===== config.mk =====
export PLATFORM = sky130hd
export DESIGN_NAME = bitmap_popcount_first_set_engine_core
export DESIGN_NICKNAME = d
export VERILOG_FILES = /design/src/hw/rtl/bpfs_pkg.sv /design/src/hw/rtl/bpfs_word_unit.sv /design/src/hw/rtl/bitmap_popcount_first_set_engine_core.sv
export SDC_FILE = /design/constraint.sdc
export NUM_CORES = 2
export LEC_CHECK = 0
export BUFFER_PORTS_ARGS = -buffer_cell sky130_fd_sc_hd__clkbuf_2
export CAP_MARGIN = 10
export CORE_MARGIN = 2
export CORE_UTILIZATION = 53
export DETAILED_ROUTE_END_ITERATION = 12
export PLACE_DENSITY = 0.69
export SETUP_SLACK_MARGIN = 0.2
export SYNTH_ARGS = -nofsm -noshare
export SYNTH_HDL_FRONTEND = slang
export SYNTH_SLANG_ARGS = --single-unit
export TNS_END_PERCENT = 30

===== constraint.sdc =====
create_clock -name clk -period 19.15 [get_ports clk]
set_clock_uncertainty 0.05 [all_clocks]
set_input_delay 0.9575 -clock clk [delete_from_list [all_inputs] [get_ports clk]]
set_output_delay 0.9575 -clock clk [all_outputs]
set_load 0.01 [all_outputs]

===== src/hw/rtl/bpfs_pkg.sv =====
// Shared constants and types for the bit vector popcount / find-first-set engine.
package bpfs_pkg;

    // Default store geometry
    localparam int WORD_COUNT_DEF = 16;
    localparam int WORD_BITS_DEF  = 64;
    localparam int WORD_BITS_MAX  = 64;

    // Port field widths
    localparam int FUNC_W        = 3;
    localparam int BIT_INDEX_W   = 10;
    localparam int WORD_INDEX_W  = 4;
    localparam int DATA_W        = 64;
    localparam int CFG_LEN_W     = 11;
    localparam int COUNT_W       = 11;
    localparam int FIRST_W       = 11;
    localparam logic [CFG_LEN_W-1:0] LENGTH_RESET = CFG_LEN_W'(1024);

    // Per-word statistics, sized for the widest supported word
    localparam int STAT_ONES_W = $clog2(WORD_BITS_MAX + 1);
    localparam int STAT_POS_W  = $clog2(WORD_BITS_MAX);

    typedef struct packed {
        logic [STAT_ONES_W-1:0] ones;
        logic [STAT_POS_W-1:0]  pos;
        logic                   nonzero;
        logic                   full;
    } stat_t;

    typedef enum logic [FUNC_W-1:0] {
        FUNC_WRITE_BIT  = 3'd0,
        FUNC_FLIP_BIT   = 3'd1,
        FUNC_FILL_ALL   = 3'd2,
        FUNC_INVERT_ALL = 3'd3,
        FUNC_AND_WORD   = 3'd4,
        FUNC_OR_WORD    = 3'd5,
        FUNC_XOR_WORD   = 3'd6,
        FUNC_QUERY      = 3'd7
    } func_t;

endpackage


===== src/hw/rtl/bpfs_word_unit.sv =====
// Word statistics unit: masks one store word, counts its ones and finds its lowest set bit.
module bpfs_word_unit #(
    parameter int WORD_BITS = bpfs_pkg::WORD_BITS_DEF
) (
    input  logic [WORD_BITS-1:0] word,
    input  logic [WORD_BITS-1:0] mask,
    output bpfs_pkg::stat_t      stat
);

    localparam int LV = $clog2(WORD_BITS);
    localparam int P  = 1 << LV;
    localparam int OW = bpfs_pkg::STAT_ONES_W;

    logic [WORD_BITS-1:0] masked;
    logic [P-1:0]         padded;
    logic [OW-1:0]        tree [LV+1][P];
    logic [bpfs_pkg::STAT_POS_W-1:0] pos;

    assign masked = word & mask;
    assign padded = P'(masked);

    // Adder tree, one level per halving
    always_comb
    begin
        for (int l = 0; l <= LV; l++)
        begin
            for (int j = 0; j < P; j++)
            begin
                tree[l][j] = '0;
            end
        end
        for (int j = 0; j < P; j++)
        begin
            tree[0][j] = OW'(padded[j]);
        end
        for (int l = 0; l < LV; l++)
        begin
            for (int j = 0; j < (P >> (l + 1)); j++)
            begin
                tree[l+1][j] = tree[l][2*j] + tree[l][2*j+1];
            end
        end
    end

    // Lowest set bit wins
    always_comb
    begin
        pos = '0;
        for (int j = WORD_BITS - 1; j >= 0; j--)
        begin
            if (masked[j])
            begin
                pos = bpfs_pkg::STAT_POS_W'(j);
            end
        end
    end

    assign stat.ones    = tree[LV][0];
    assign stat.pos     = pos;
    assign stat.nonzero = |masked;
    assign stat.full    = (masked == mask);

endmodule


===== src/hw/rtl/bitmap_popcount_first_set_engine_core.sv =====
// Top level of the bit vector engine: store, scan sequencer, accumulators and handshakes.
//
// The bit vector lives in a single-port-write, single-port-read memory of WORD_COUNT words of
// WORD_BITS bits. Every item sweeps the whole store once: each word is read, updated by the
// item's function, written back and passed through one shared word statistics unit, whose
// ones count, lowest set bit and full flag are folded into running totals. A sweep makes
// one store read per cycle; in_ready is low while a sweep is in flight. A finished result
// waits in an output register, so the next item can be taken before it is consumed.
// After reset the block zeroes the store before it is ready; vector_length writes are
// taken at any time and should be made while the block is idle.
module bitmap_popcount_first_set_engine_core #(
    parameter int WORD_COUNT = bpfs_pkg::WORD_COUNT_DEF,
    parameter int WORD_BITS  = bpfs_pkg::WORD_BITS_DEF
) (
    input  logic                                clk,
    input  logic                                rst_n,
    input  logic                                cfg_wr_en,
    input  logic [bpfs_pkg::CFG_LEN_W-1:0]      cfg_wr_data,
    input  logic                                in_valid,
    output logic                                in_ready,
    input  logic [bpfs_pkg::FUNC_W-1:0]         func,
    input  logic [bpfs_pkg::BIT_INDEX_W-1:0]    bit_index,
    input  logic                                bit_value,
    input  logic [bpfs_pkg::WORD_INDEX_W-1:0]   word_index,
    input  logic [bpfs_pkg::DATA_W-1:0]         word_data,
    output logic                                out_valid,
    input  logic                                out_ready,
    output logic [bpfs_pkg::COUNT_W-1:0]        count_true,
    output logic signed [bpfs_pkg::FIRST_W-1:0] first_true,
    output logic                                all_set,
    output logic                                all_clear
);

    localparam int TOTAL = WORD_COUNT * WORD_BITS;
    localparam int AW    = (WORD_COUNT > 1) ? $clog2(WORD_COUNT) : 1;
    localparam int CNT_W = $clog2(TOTAL + 1);
    localparam int IDX_W = $clog2(TOTAL);
    localparam int LW    = (CNT_W > bpfs_pkg::CFG_LEN_W) ? CNT_W : bpfs_pkg::CFG_LEN_W;
    localparam int PW    = $clog2(WORD_BITS);
    localparam int CW    = (AW > bpfs_pkg::WORD_INDEX_W) ? AW : bpfs_pkg::WORD_INDEX_W;
    localparam logic [WORD_BITS-1:0] WORD_ONE  = WORD_BITS'(1);
    localparam logic [LW-1:0]        WB_LW     = LW'(WORD_BITS);
    localparam logic [LW-1:0]        TOTAL_LW  = LW'(TOTAL);
    localparam logic [AW-1:0]        LAST_ADDR = AW'(WORD_COUNT - 1);

    typedef enum logic [2:0] {
        ST_CLEAR,
        ST_IDLE,
        ST_SCAN,
        ST_DRAIN,
        ST_FINISH
    } state_t;

    state_t state_reg, state_next;

    logic [bpfs_pkg::CFG_LEN_W-1:0] vector_length_reg;

    // Latched item
    bpfs_pkg::func_t                     func_reg;
    logic [bpfs_pkg::BIT_INDEX_W-1:0]    bit_index_reg;
    logic                                bit_value_reg;
    logic [bpfs_pkg::WORD_INDEX_W-1:0]   word_index_reg;
    logic [WORD_BITS-1:0]                word_data_reg;

    // Issue stage
    logic [AW-1:0] addr_reg;
    logic [LW-1:0] base_reg;
    logic          addr_last;

    // Read / update stage
    logic                 p1_valid_reg;
    logic                 p1_last_reg;
    logic [AW-1:0]        p1_addr_reg;
    logic [LW-1:0]        p1_base_reg;
    logic [WORD_BITS-1:0] p1_mask_reg;
    logic                 p1_bit_hit_reg;
    logic [PW-1:0]        p1_bit_pos_reg;
    logic                 p1_word_hit_reg;
    logic [WORD_BITS-1:0] rd_data_reg;

    // Accumulate stage
    logic            p2_valid_reg;
    logic            p2_last_reg;
    logic [LW-1:0]   p2_base_reg;
    bpfs_pkg::stat_t p2_stat_reg;

    // Running totals
    logic [CNT_W-1:0] cnt_reg;
    logic             full_reg;
    logic             found_reg;
    logic [IDX_W-1:0] first_reg;

    logic out_valid_reg;
    logic [bpfs_pkg::COUNT_W-1:0] count_true_reg;
    logic [bpfs_pkg::FIRST_W-1:0] first_true_reg;
    logic all_set_reg;
    logic all_clear_reg;

    logic [WORD_BITS-1:0] bit_store_mem [WORD_COUNT];

    logic [LW-1:0]        len_ext;
    logic [LW-1:0]        len_eff;
    logic [LW-1:0]        bit_ext;
    logic [LW-1:0]        bit_off;
    logic [LW-1:0]        left;
    logic                 bit_hit;
    logic                 word_hit;
    logic [WORD_BITS-1:0] mask;
    logic [WORD_BITS-1:0] bit_sel;
    logic [WORD_BITS-1:0] new_word;
    logic                 wr_en;
    logic [AW-1:0]        wr_addr;
    logic [WORD_BITS-1:0] wr_data;
    bpfs_pkg::stat_t      stat;
    logic                 accept;
    logic                 load_out;
    logic [CNT_W+bpfs_pkg::COUNT_W-1:0] cnt_wide;
    logic [IDX_W+bpfs_pkg::FIRST_W-1:0] first_wide;

    assign in_ready  = (state_reg == ST_IDLE);
    assign accept    = in_valid && in_ready;
    assign addr_last = (addr_reg == LAST_ADDR);
    assign load_out  = (state_reg == ST_FINISH) && (!out_valid_reg || out_ready);

    // Clamp the length to the store size
    assign len_ext = LW'(vector_length_reg);
    assign len_eff = (len_ext > TOTAL_LW) ? TOTAL_LW : len_ext;

    // Locate the single-bit target and the valid-bit mask for the word being issued
    assign bit_ext  = LW'(bit_index_reg);
    assign bit_off  = bit_ext - base_reg;
    assign bit_hit  = (bit_ext >= base_reg) && (bit_off < WB_LW);
    assign word_hit = (CW'(word_index_reg) == CW'(addr_reg));
    assign left     = len_eff - base_reg;

    always_comb
    begin
        if (len_eff <= base_reg)
        begin
            mask = '0;
        end
        else if (left >= WB_LW)
        begin
            mask = '1;
        end
        else
        begin
            mask = (WORD_ONE << left[PW-1:0]) - WORD_ONE;
        end
    end

    // Update the word read back from the store
    assign bit_sel = WORD_ONE << p1_bit_pos_reg;

    always_comb
    begin
        unique case (func_reg)
            bpfs_pkg::FUNC_WRITE_BIT:
            begin
                if (!p1_bit_hit_reg)
                begin
                    new_word = rd_data_reg;
                end
                else if (bit_value_reg)
                begin
                    new_word = rd_data_reg | bit_sel;
                end
                else
                begin
                    new_word = rd_data_reg & ~bit_sel;
                end
            end
            bpfs_pkg::FUNC_FLIP_BIT:
                new_word = p1_bit_hit_reg ? (rd_data_reg ^ bit_sel) : rd_data_reg;
            bpfs_pkg::FUNC_FILL_ALL:
                new_word = bit_value_reg ? '1 : '0;
            bpfs_pkg::FUNC_INVERT_ALL:
                new_word = ~rd_data_reg;
            bpfs_pkg::FUNC_AND_WORD:
                new_word = p1_word_hit_reg ? (rd_data_reg & word_data_reg) : rd_data_reg;
            bpfs_pkg::FUNC_OR_WORD:
                new_word = p1_word_hit_reg ? (rd_data_reg | word_data_reg) : rd_data_reg;
            bpfs_pkg::FUNC_XOR_WORD:
                new_word = p1_word_hit_reg ? (rd_data_reg ^ word_data_reg) : rd_data_reg;
            bpfs_pkg::FUNC_QUERY:
                new_word = rd_data_reg;
            default:
                new_word = rd_data_reg;
        endcase
    end

    bpfs_word_unit #(
        .WORD_BITS (WORD_BITS)
    ) u_word_unit (
        .word (new_word),
        .mask (p1_mask_reg),
        .stat (stat)
    );

    // Store write port: zeroing sweep after reset, write-back during a scan
    assign wr_en   = (state_reg == ST_CLEAR) || p1_valid_reg;
    assign wr_addr = (state_reg == ST_CLEAR) ? addr_reg : p1_addr_reg;
    assign wr_data = (state_reg == ST_CLEAR) ? '0 : new_word;

    always_ff @(posedge clk)
    begin
        if (wr_en)
        begin
            bit_store_mem[wr_addr] <= wr_data;
        end
        rd_data_reg <= bit_store_mem[addr_reg];
    end

    always_comb
    begin
        state_next = state_reg;
        unique case (state_reg)
            ST_CLEAR:
            begin
                if (addr_last)
                begin
                    state_next = ST_IDLE;
                end
            end
            ST_IDLE:
            begin
                if (accept)
                begin
                    state_next = ST_SCAN;
                end
            end
            ST_SCAN:
            begin
                if (addr_last)
                begin
                    state_next = ST_DRAIN;
                end
            end
            ST_DRAIN:
            begin
                if (p2_valid_reg && p2_last_reg)
                begin
                    state_next = ST_FINISH;
                end
            end
            ST_FINISH:
            begin
                if (load_out)
                begin
                    state_next = ST_IDLE;
                end
            end
            default:
                state_next = ST_IDLE;
        endcase
    end

    assign cnt_wide   = {{bpfs_pkg::COUNT_W{1'b0}}, cnt_reg};
    assign first_wide = {{bpfs_pkg::FIRST_W{1'b0}}, first_reg};

    always_ff @(posedge clk or negedge rst_n)
    begin
        if (!rst_n)
        begin
            state_reg         <= ST_CLEAR;
            vector_length_reg <= bpfs_pkg::LENGTH_RESET;
            addr_reg          <= '0;
            base_reg          <= '0;
            p1_valid_reg      <= 1'b0;
            p2_valid_reg      <= 1'b0;
            cnt_reg           <= '0;
            full_reg          <= 1'b1;
            found_reg         <= 1'b0;
            first_reg         <= '0;
            out_valid_reg     <= 1'b0;
            count_true_reg    <= '0;
            first_true_reg    <= '0;
            all_set_reg       <= 1'b0;
            all_clear_reg     <= 1'b0;
        end
        else
        begin
            state_reg <= state_next;

            if (cfg_wr_en)
            begin
                vector_length_reg <= cfg_wr_data;
            end

            // Advance the word address during the zeroing sweep and the scan
            if ((state_reg == ST_CLEAR) || (state_reg == ST_SCAN))
            begin
                addr_reg <= addr_last ? '0 : addr_reg + AW'(1);
                base_reg <= base_reg + WB_LW;
            end
            else if (accept)
            begin
                addr_reg <= '0;
                base_reg <= '0;
            end

            p1_valid_reg <= (state_reg == ST_SCAN);
            p2_valid_reg <= p1_valid_reg;

            if (accept)
            begin
                cnt_reg   <= '0;
                full_reg  <= 1'b1;
                found_reg <= 1'b0;
                first_reg <= '0;
            end
            else if (p2_valid_reg)
            begin
                cnt_reg  <= cnt_reg + CNT_W'(p2_stat_reg.ones);
                full_reg <= full_reg && p2_stat_reg.full;
                if (!found_reg && p2_stat_reg.nonzero)
                begin
                    found_reg <= 1'b1;
                    first_reg <= IDX_W'(p2_base_reg) + IDX_W'(p2_stat_reg.pos);
                end
            end

            if (load_out)
            begin
                out_valid_reg  <= 1'b1;
                count_true_reg <= cnt_wide[bpfs_pkg::COUNT_W-1:0];
                first_true_reg <= found_reg ? first_wide[bpfs_pkg::FIRST_W-1:0] : '1;
                all_set_reg    <= full_reg;
                all_clear_reg  <= (cnt_reg == '0);
            end
            else if (out_ready)
            begin
                out_valid_reg <= 1'b0;
            end
        end
    end

    // Payload pipeline, no reset needed
    always_ff @(posedge clk)
    begin
        if (accept)
        begin
            func_reg       <= bpfs_pkg::func_t'(func);
            bit_index_reg  <= bit_index;
            bit_value_reg  <= bit_value;
            word_index_reg <= word_index;
            word_data_reg  <= word_data[WORD_BITS-1:0];
        end
        p1_last_reg     <= addr_last;
        p1_addr_reg     <= addr_reg;
        p1_base_reg     <= base_reg;
        p1_mask_reg     <= mask;
        p1_bit_hit_reg  <= bit_hit;
        p1_bit_pos_reg  <= bit_off[PW-1:0];
        p1_word_hit_reg <= word_hit;
        p2_last_reg     <= p1_last_reg;
        p2_base_reg     <= p1_base_reg;
        p2_stat_reg     <= stat;
    end

    assign out_valid  = out_valid_reg;
    assign count_true = count_true_reg;
    assign first_true = first_true_reg;
    assign all_set    = all_set_reg;
    assign all_clear  = all_clear_reg;

endmodule

[After elaboration in Yosys (flattened, before gate mapping)]
Memories as Yosys holds them, arrays and structs flattened. A register that Yosys moved wholly into a read port is not among the register bits.
Cells that the tools add are included.
Storage, ports and cells
  flip-flop bits (word level): 274
  bits in writable memories: 1024
  input port bits: 98
  output and inout port bits: 26
  logic and storage cells: 271
  memories kept: 1
Memory list
  bit_store_mem: words 16, bits a word 64, read ports 1, clocked after memory_dff 1, write ports 1, RTL line bitmap_popcount_first_set_engine_core.sv:99  | logic [WORD_BITS-1:0] bit_store_mem [WORD_COUNT];
Operators by class
  add/sub/neg operators: 70
  magnitude comparators: 5
  eq/ne operators: 19
  shift-type cells: 2
  multiplexer cells: 101
  bitwise operators: 9
  reduce and logical (&&, ||, !) cells: 26
Operator list (count)
  2-to-1 mux 64 bit: 9
  case mux 64 bit (8 select lines): 1
  adder 7 bit: 31
  bitwise AND 64 bit: 3
  2-to-1 mux 6 bit: 32
  NOT 64 bit: 2
  OR 64 bit: 2
  left shift 1 x 6 -> 64 bit (first input constant): 2
  XOR 64 bit: 2
  2-to-1 mux 5 bit: 16
  2-to-1 mux 11 bit: 6
  adder 1 x 1 -> 2 bit: 32
  == test 64 bit: 1
  OR reduction 64 bit: 1
  subtractor 64 x 1 -> 64 bit (second input constant): 1
  2-to-1 mux 4 bit: 12
  OR reduction 32 bit: 1
  2-to-1 mux 10 bit: 3
  2-to-1 mux 3 bit: 9
  OR reduction 16 bit: 1
  == test 3 bit (second input constant): 5
  case mux 3 bit (5 select lines): 1
  == test 3 x 2 -> 1 bit (second input constant): 4
  adder 11 x 7 -> 11 bit: 1
  other kinds (28): 54

[Depth between registers and ports, before layout]
  word-level depth: 70
  depth in mapped cells: 33

[Modules after synthesis]
Synthesis repeated with hierarchy kept, for this count alone.
Second synthesis, totals
  cells, all modules: 4249
  area total of the unflattened synthesis: 61946.9 um2
By module, submodules not included
  bitmap_popcount_first_set_engine_core: instances 1, cells an instance 3739, area an instance 58283.4 um2
  bpfs_word_unit: instances 1, cells an instance 510, area an instance 3663.5 um2

[Least setup slack after synthesis]
Ideal clock, no wire load.
  kind: reg-to-reg
  from: register func_reg[0]
  to: register p2_stat_reg[13] (netlist name)
  setup time: 118 ps
  arrival: 7092 ps
  required time: 18982 ps
  path slack: 11890 ps
  cell stages (with the launch flop): 29
  path buffers: 1
  path through: edfxtp_1 or2_2 nor2_1 clkbuf_1 a211o_1 a211oi_1 a211o_1 or2_2 ha_1 inv_1 fa_1 fa_1 inv_1 fa_1 inv_1 fa_1 inv_1 fa_1 inv_1 fa_1 fa_1 inv_1 ha_1 inv_1 fa_1 inv_1 a21o_1 a21oi_1 xnor2_1
RTL lines
  from (decl): RTL line bitmap_popcount_first_set_engine_core.sv:59  | bpfs_pkg::func_t func_reg;
  from (signal assigned): RTL line bitmap_popcount_first_set_engine_core.sv:343  | func_reg <= bpfs_pkg::func_t'(func);
  to (signal assigned): RTL line bitmap_popcount_first_set_engine_core.sv:358  | p2_stat_reg <= stat;
  to (decl): RTL line bitmap_popcount_first_set_engine_core.sv:85  | bpfs_pkg::stat_t p2_stat_reg;

==> impl_metrics.toml <==
[synthesis]
yosys_warnings = 0
synth_seq_cells = 1344
yosys.area.top_type = "edfxtp_1"
ys_seq_area_share_pct = 60.9
synth-edff-count = 1106
synth.cell_area_mm2 = 0.0630
yosysUniqueCellTypes = 124
synthTopCellsByCount = "edfxtp_1 (1,106), inv_1 (329), mux4_2 (320)"
ys_top_cells_by_area = "edfxtp_1 (53%), mux4_2 (11%), dfxtp_1 (5.2%)"
yosysTopAreaCellShare_pct = 52.7
yosysMostFrequentCell = "edfxtp_1"
syn_inst = 4350
async_flop_share_pct = 5.43
avgSynthCellArea_um2 = 14.5
synthFlopType = "edfxtp_1"

[cts]
cts.sinks = 1344
clk-insertion-delay-late_ns = 0.80
cts_hold_buf = 0
clk_pin_slew_ns = 0.06
cts_buffers = 139
cts_buffer_depth = 3
cts_setup_buffers = 0
cts-root-buf = "clkbuf_16"
postCtsResizedCells = 0
cts_max_level = 4
cts_tree = "yes"

[route]
vias_per_cell = 6.50
avgRoutedWirePerCell_um = 30.3
route.met2.wl_um = 82900
num_vias = 39700
drt_iter0_markers = 5615
detail-route-antenna-nets = 0
top_layer_used = "met5"
wl_met3_um = 19800
firstDrtPassIters = 6
drc = 0
met1_length_um = 74200
routed_wl_um = 185000

[cells_and_area]
register_area_mm2 = 0.0384
drive_gt1_share_pct = 19.1
area_delta_synth_final_pct = 11.1
largest_reg_flops = 1024
largest_register = "bit_store_mem"
fin_nets = 4841
num-fill-cells = 8942
multiInputGateArea_mm2 = 0.0223

[sta]
fin_crit_ns = 9.21
whs_ns = 0.255
slew_headroom_pct = 17.1
drv_slew = 0
setup_ws_ns = 9.94
worstMarginPinSlew_ns = 1.24
fin_crit_sh_pct = 48.1
setup_viol = 0
hold_viol_final = 0
setup_tns_ns = 0
max_clock_freq_mhz = 109
rsz0062_at_grt = "false"

[critical_path]
path_max_fanout = 50
arrival_ns = 9.81
worstSetupStartpointType = "flop"
worstSetupEndpointType = "flop"
r2r_slack_ns = 9.94
cpMaxStageDelayCell = "nand2_1"
cp_data_required_time_ns = 19.75
path_class = "flop to flop"
max_stage_delay_ns = 0.80

[place]
io_buffers = 123
dpl_worst_slack_ns = 10.13
place_congestion = 1.06
dp_hpwl_um = 120000

[floorplanning]
dieArea_mm2 = 0.122
start_util_pct = 53.4
core_area_mm2 = 0.118
io_pins = 124
rows = 126
die_x_um = 349
fp.dieH_um = 349

[global_routing]
grt_util_all_layers_pct = 30.5
grt_start_max_net_pins = 82
grt_pass1_vias = 38400
grt_pass1_wl_um = 267000
antenna_found_initial = 7
grt_overflow = 0

[run_status]
status = "complete, no violations"

[worst_hold_path]
hold_class = "flop to flop"

[run]
cap_violations = 0
[routing by layer]
metal  vias to the layer above  track usage, %
met3                       418            7.14
met5                         -               0
met1                     20100            43.3
li1                      16900               -
met2                      2339            45.8
met4                         8            12.5
[final timing paths]
path | cells past startpoint | to | start
max reg2reg | 29 | p2_stat_reg[13]$_DFF_P_ | func_reg[2]$_DFFE_PP_
max in group asynchronous | 1 | addr_reg[3]$_DFFE_PN0P_ | rst_n
min | 0 | p2_base_reg[9]$_DFF_P_ | p1_base_reg[9]$_DFF_P_
max | 29 | p2_stat_reg[13]$_DFF_P_ | func_reg[2]$_DFFE_PP_
min in group asynchronous | 1 | count_true[8]$_DFFE_PN0P_ | rst_n
min reg2reg | 0 | p2_base_reg[9]$_DFF_P_ | p1_base_reg[9]$_DFF_P_
[cell families (layout without fill, tap and decap cells)]
family          Yosys count  count (layout)  synth area share, %
flops                  1344            1344                 60.9
simple gates            944             944                 7.66
other cells               2               6               0.0119
compound gates          768             768                 8.22
fa+ha+maj               287             287                 6.43
xor+xnor                 62              62                0.862
mux                     352             352                 12.0
buf+inv                 591             812                 3.92
[critical path: cells and delay by family, from the launching register on]
family	cells	cell delay (ns)
XOR/XNOR	1	0.13
adder cells (fa/ha/maj)	10	4.34
AO/OA/AOI/OAI	6	1.42
buffers and inverters	10	1.50
flip-flops	1	0.67
AND/OR/NAND/NOR	2	0.94
[layout make-up]
cell class | instances | share of cell area, %
well taps | 1536 | 2.75
inverters | 334 | 1.81
clock inverters | 55 | 0.986
repair buffers | 220 | 1.93
multi-input cells | 2417 | 31.9
diodes | 2 | 0.00716
clock buffers | 203 | 5.75
flip-flops and latches | 1344 | 54.9
[metrics by stage]
step                std cells  util [%]  instance area (µm²)
finish                   6111      59.3                69900
floorplan                4352         -                63000
detailed placement       5850      55.3                65200
global route             6110      59.3                69900
CTS                      6108      59.3                69900
global placement         5850      55.3                65200
[cell usage in the layout (no fill, tap or decap), types with 141 or more instances in the layout]
cell type,instances
a21oi_1,174
clkbuf_16,141
dfxtp_1,164
edfxtp_1,1106
ha_1,226
inv_1,329
mux4_2,320
nand2_1,237
nor2_1,224
o21ai_0,157
Power is not shown: default switching activity piles up to over one toggle a cycle in this logic, so the estimate is an artifact.
